===== src/hw/rtl/mcdl_pkg.sv =====
package mcdl_pkg;

  // default sizing
  localparam int DEPTH_DEF       = 65536;
  localparam int SAMPLE_BITS_DEF = 24;

  // fixed field widths
  localparam int TARGET_BITS   = 32;
  localparam int COEF_BITS     = 16;
  localparam int OFFSET_BITS   = 32;
  localparam int CFG_DATA_BITS = 32;
  localparam int CFG_IDX_BITS  = 1;

  // delay fraction bits of the smoothed delay
  localparam int DLY_FRAC_BITS = 24;

  // rounding constant for a 16-bit right shift
  localparam int ROUND_HALF = 32768;

  // register indexes
  localparam logic [CFG_IDX_BITS-1:0] REG_TARGET = 1'd0;
  localparam logic [CFG_IDX_BITS-1:0] REG_COEF   = 1'd1;

  // register reset values
  localparam logic [TARGET_BITS-1:0] TARGET_RESET = 32'd65536;
  localparam logic [COEF_BITS-1:0]   COEF_RESET   = 16'd544;

  // sequencer states
  typedef enum logic [16:0] {
    S_CLR  = 17'd1 << 0,
    S_IDLE = 17'd1 << 1,
    S_SMTH = 17'd1 << 2,
    S_EFF  = 17'd1 << 3,
    S_BASE = 17'd1 << 4,
    S_RD0  = 17'd1 << 5,
    S_RD1  = 17'd1 << 6,
    S_RD2  = 17'd1 << 7,
    S_RD3  = 17'd1 << 8,
    S_CO   = 17'd1 << 9,
    S_M1   = 17'd1 << 10,
    S_A1   = 17'd1 << 11,
    S_M2   = 17'd1 << 12,
    S_A2   = 17'd1 << 13,
    S_M3   = 17'd1 << 14,
    S_A3   = 17'd1 << 15,
    S_OUT  = 17'd1 << 16
  } state_t;

endpackage


===== src/hw/rtl/mcdl_mul.sv =====
module mcdl_mul #(
  parameter int MW = 41
) (
  input  logic                             clk,
  input  logic signed [MW-1:0]             a,
  input  logic        [mcdl_pkg::COEF_BITS-1:0] b,
  input  logic signed [MW-1:0]             addend,
  output logic signed [MW-1:0]             res
);

  localparam int PW = MW + mcdl_pkg::COEF_BITS + 1;

  logic signed [PW-1:0] prod;
  logic signed [PW-1:0] rsum;
  logic signed [PW-1:0] rsh;

  // signed by unsigned product, registered
  always_ff @(posedge clk) begin
    prod <= a * $signed({1'b0, b});
  end

  // round half up, drop 16 bits, then add
  assign rsum = prod + $signed(PW'(mcdl_pkg::ROUND_HALF));
  assign rsh  = rsum >>> mcdl_pkg::COEF_BITS;
  assign res  = $signed(rsh[MW-1:0]) + addend;

endmodule


===== config.mk =====
export PLATFORM = sky130hd
export DESIGN_NAME = mcdl_mul
export DESIGN_NICKNAME = d
export VERILOG_FILES = /design/src/hw/rtl/mcdl_pkg.sv /design/src/hw/rtl/mcdl_mul.sv
export SDC_FILE = /design/constraint.sdc
export NUM_CORES = 2
export LEC_CHECK = 0
export BUFFER_PORTS_ARGS = -buffer_cell sky130_fd_sc_hd__buf_2
export CAP_MARGIN = 20
export CORE_ASPECT_RATIO = 1.75
export CORE_UTILIZATION = 60
export CTS_CLUSTER_SIZE = 24
export DETAILED_ROUTE_END_ITERATION = 12
export GPL_TIMING_DRIVEN = 0
export PLACE_DENSITY = 0.79
export SLEW_MARGIN = 20
export SYNTH_ARGS = -nofsm -noshare
export SYNTH_HDL_FRONTEND = slang
export SYNTH_SLANG_ARGS = --single-unit

===== constraint.sdc =====
create_clock -name clk -period 19.3 [get_ports clk]
set_clock_uncertainty 0.1 [all_clocks]
set_input_delay 1.93 -clock clk [delete_from_list [all_inputs] [get_ports clk]]
set_output_delay 1.93 -clock clk [all_outputs]
set_load 0.05 [all_outputs]

==> metrics.md <==
| Metric | Value |
|---|---|
| Outcome | `finished clean` |
| Vias per cell | `5.68` |
| TritonCTS clock tree | `done` |
| Most frequent cells in the layout | `inv_1 (704), fa_1 (609), nand2_1 (471)` |
| Port bufs | `138` |
| Syn Area/Cell | `approximately 8.7 um2` |
| DR pass1 iterations | `8` |
| Critical Path Fanout Max | `10` |
| Initial core utilization | `0.607` |
| First-pass GRT wire length | `about 120000 um` |
| Fin. max-slew vios | `0` |
| Worst-Margin Slew | `between 1 and 1.5 ns` |
| Largest register FFs | `42` |
| Pin count of the biggest net entering global routing | `14` |
| Antenna-violating nets left | `0` |
| Clock sink count | `42` |
| Arrival time at the worst endpoint | `~10 ns` |
| CTS H-tree lvls | `2` |
| Max Cap Viol | `0` |
| Seq/Total Area, Yosys | `0.0333` |
| Final min period | `10.14 ns` |
| Largest Register | `prod` |
| Gate Count Post-Synth | `around 2900` |
| Dpl hpwl | `approximately 66000 um` |
| Biggest regs | `prod (42)` |
| Die ar. | `about 43000 um2` |
| Hold Fails Final Rpt | `0` |
| Die Wd | `around 160 um` |
| Yosys cell types | `60` |
| Final setup vio count | `0` |
| Total core area | `between 40000 and 50000 um2` |
| Post-synth ARST share | `0` |
| DRT Wirelength | `between 70000 and 80000 um` |
| Ant. Diodes | `0` |
| CTS Hold Bufs | `0` |
| Layout cells sized above 1 | `0.0518` |
| Worst EP required | `19.31 ns` |
| Post-synth EDFFs | `0` |
| Unrepaired setup endpoints after global routing | `no` |
| Syn. warnings | `0` |
| Gr ovfl total | `0` |
| TritonCTS buffer count | `5` |
| Core Rows | `between 90 and 100` |
| Mapped Nets | `3800` |
| Clock Pin Slew Worst Setup and Hold Paths | `approximately 0.060 ns` |
| All-Layer GR Usage | `0.381` |
| Worst-case clock buffer depth | `2` |
| Die height | `roughly 270 um` |
| CP Class | `input pin to flip-flop` |
| Vias | `20583` |
| Top FF cell, synth | `dfxtp_1` |
| Top-Level Pins | `140` |
| Initial antenna violation count | `2` |
| Synthesized cell area | `between 20000 and 30000 um2` |
| Setup TNS | `0 ns` |
| Area grow syn2layout | `6.14%` |
| Post-CTS Resized | `0` |
| DRC violations left | `0` |
| Max Freq | `roughly 99 MHz` |
| #FFs+latches synth | `42` |
| Wire per inst | `approximately 21 um` |
| Clock root buffer | `clkbuf_16` |
| Iter 0 DRT Violations | `~1100` |
| Final period util | `0.526` |
| Post-CTS Setup Repair Bufs | `0` |
| Hold Crit Class | `input pin to flip-flop` |
| Final Wtd Congestion | `0.945` |
| Commonest non-fill, non-tap cell in the layout | `inv_1` |
| Slew HR | `0.259` |
| Crit end category | `flip-flop` |
| Vias in the first global route | `roughly 23000` |
| Total Nets Final | `approximately 3900` |
| CP Launch Type | `input pin` |
[area by class of cell]
cell class,instances,area [um2]
sequential,42,841
multi-input combinational,2053,21300
tap,555,694
fill,3660,14800
inverter,704,2640
clock buffer,6,129
buffer,122,460
timing repair buffer,138,691
clock inverter,2,37.5
[worst paths after layout]
check / start / endpoint / cells after the start
hold / removal: a[40] / prod[56] / 8
setup / recovery: b[2] / prod[56] / 24
[logic make-up after synthesis]
group	after synthesis	share of synthesized area
simple gates	903	0.169
buf+inv	826	0.123
fa+ha+maj	780	0.567
compound gates	244	0.0641
xor+xnor	125	0.0433
flops	42	0.0333
mux	1	0.000396
[cell usage after synthesis (2+ instances only)]
| master | n | share of area |
|---|---|---|
| o31ai_1 | 5 | 0.0015 |
| clkbuf_1 | 120 | 0.018 |
| nor3b_1 | 3 | 0.00089 |
| nand2b_1 | 11 | 0.0027 |
| a21o_1 | 39 | 0.012 |
| o21ai_0 | 42 | 0.0083 |
| a31oi_1 | 9 | 0.0022 |
| a211oi_2 | 2 | 0.00099 |
| a2111oi_0 | 5 | 0.0017 |
| or3_1 | 2 | 0.00049 |
| nor3_1 | 22 | 0.0044 |
| nor4_1 | 3 | 0.00074 |
| a21oi_1 | 70 | 0.014 |
| o21bai_1 | 11 | 0.0033 |
| xnor2_1 | 93 | 0.032 |
| o21a_1 | 8 | 0.0024 |
| a32oi_1 | 2 | 0.00069 |
| buf_2 | 2 | 0.00040 |
| ha_1 | 171 | 0.085 |
| a221o_1 | 2 | 0.00079 |
| and3_1 | 17 | 0.0042 |
| xor2_1 | 32 | 0.011 |
| dfxtp_1 | 42 | 0.033 |
| a221oi_1 | 3 | 0.0010 |
| a211o_1 | 3 | 0.0010 |
| nand3b_1 | 2 | 0.00059 |
| inv_1 | 704 | 0.10 |
| and4_1 | 3 | 0.0010 |
| nand2_1 | 471 | 0.070 |
| nor2_1 | 60 | 0.0089 |
| nand4_1 | 19 | 0.0047 |
| nand3_1 | 29 | 0.0057 |
| o21ai_1 | 4 | 0.00079 |
| fa_1 | 609 | 0.48 |
| nor2b_1 | 12 | 0.0030 |
| a211oi_1 | 15 | 0.0045 |
| o31a_1 | 2 | 0.00069 |
| a41o_1 | 2 | 0.00079 |
| and2_1 | 245 | 0.061 |
| o211ai_1 | 2 | 0.00059 |
| a31o_2 | 2 | 0.00069 |
| o31ai_2 | 2 | 0.00099 |
| o311a_1 | 2 | 0.00079 |
[routing by layer]
layer | vias up | wire [um] | track usage
met5 | - | 0 | 0
met4 | 0 | 8560 | 0.340
met3 | 352 | 4440 | 0.0519
met2 | 882 | 39700 | 0.682
met1 | 10429 | 24000 | 0.381
li1 | 8920 | - | -
[critical path, stage by stage]
cell      delay [ns]
buf_2           0.23
clkbuf_1        0.69
nand2_1         0.19
fa_1            0.56
fa_1            0.52
fa_1            0.53
inv_1           0.06
fa_1            0.48
fa_1            0.49
inv_1           0.05
fa_1            0.47
inv_1           0.04
ha_1            0.26
clkbuf_1        0.27
nand4_1         0.22
nor4_1          0.47
nand2_1         0.15
a211oi_1        0.64
o31ai_2         0.21
o31ai_2         0.59
or4_1           0.22
a31o_2          0.18
a21oi_2         0.06
xnor2_1         0.64
[through the flow]
| stage | setup slack (ns) | area [um2] | std cells | utilization | hold slack (ns) |
|---|---|---|---|---|---|
| after floorplan | 11.30 | 25300 | 2921 | - | 2.63 |
| after global placement | 9.03 | 26700 | 3614 | 0.641 | 2.63 |
| after detailed placement | 8.94 | 26700 | 3614 | 0.641 | 2.63 |
| after CTS | 9.22 | 26800 | 3622 | 0.645 | 2.92 |
| after global routing | 8.83 | 26800 | 3622 | 0.645 | 2.97 |
| final | 9.16 | 26800 | 3622 | 0.645 | 2.94 |
Power is left out: the tool's default activity adds up to more than one toggle a clock period on the data nets, which glitch-free logic cannot reach.
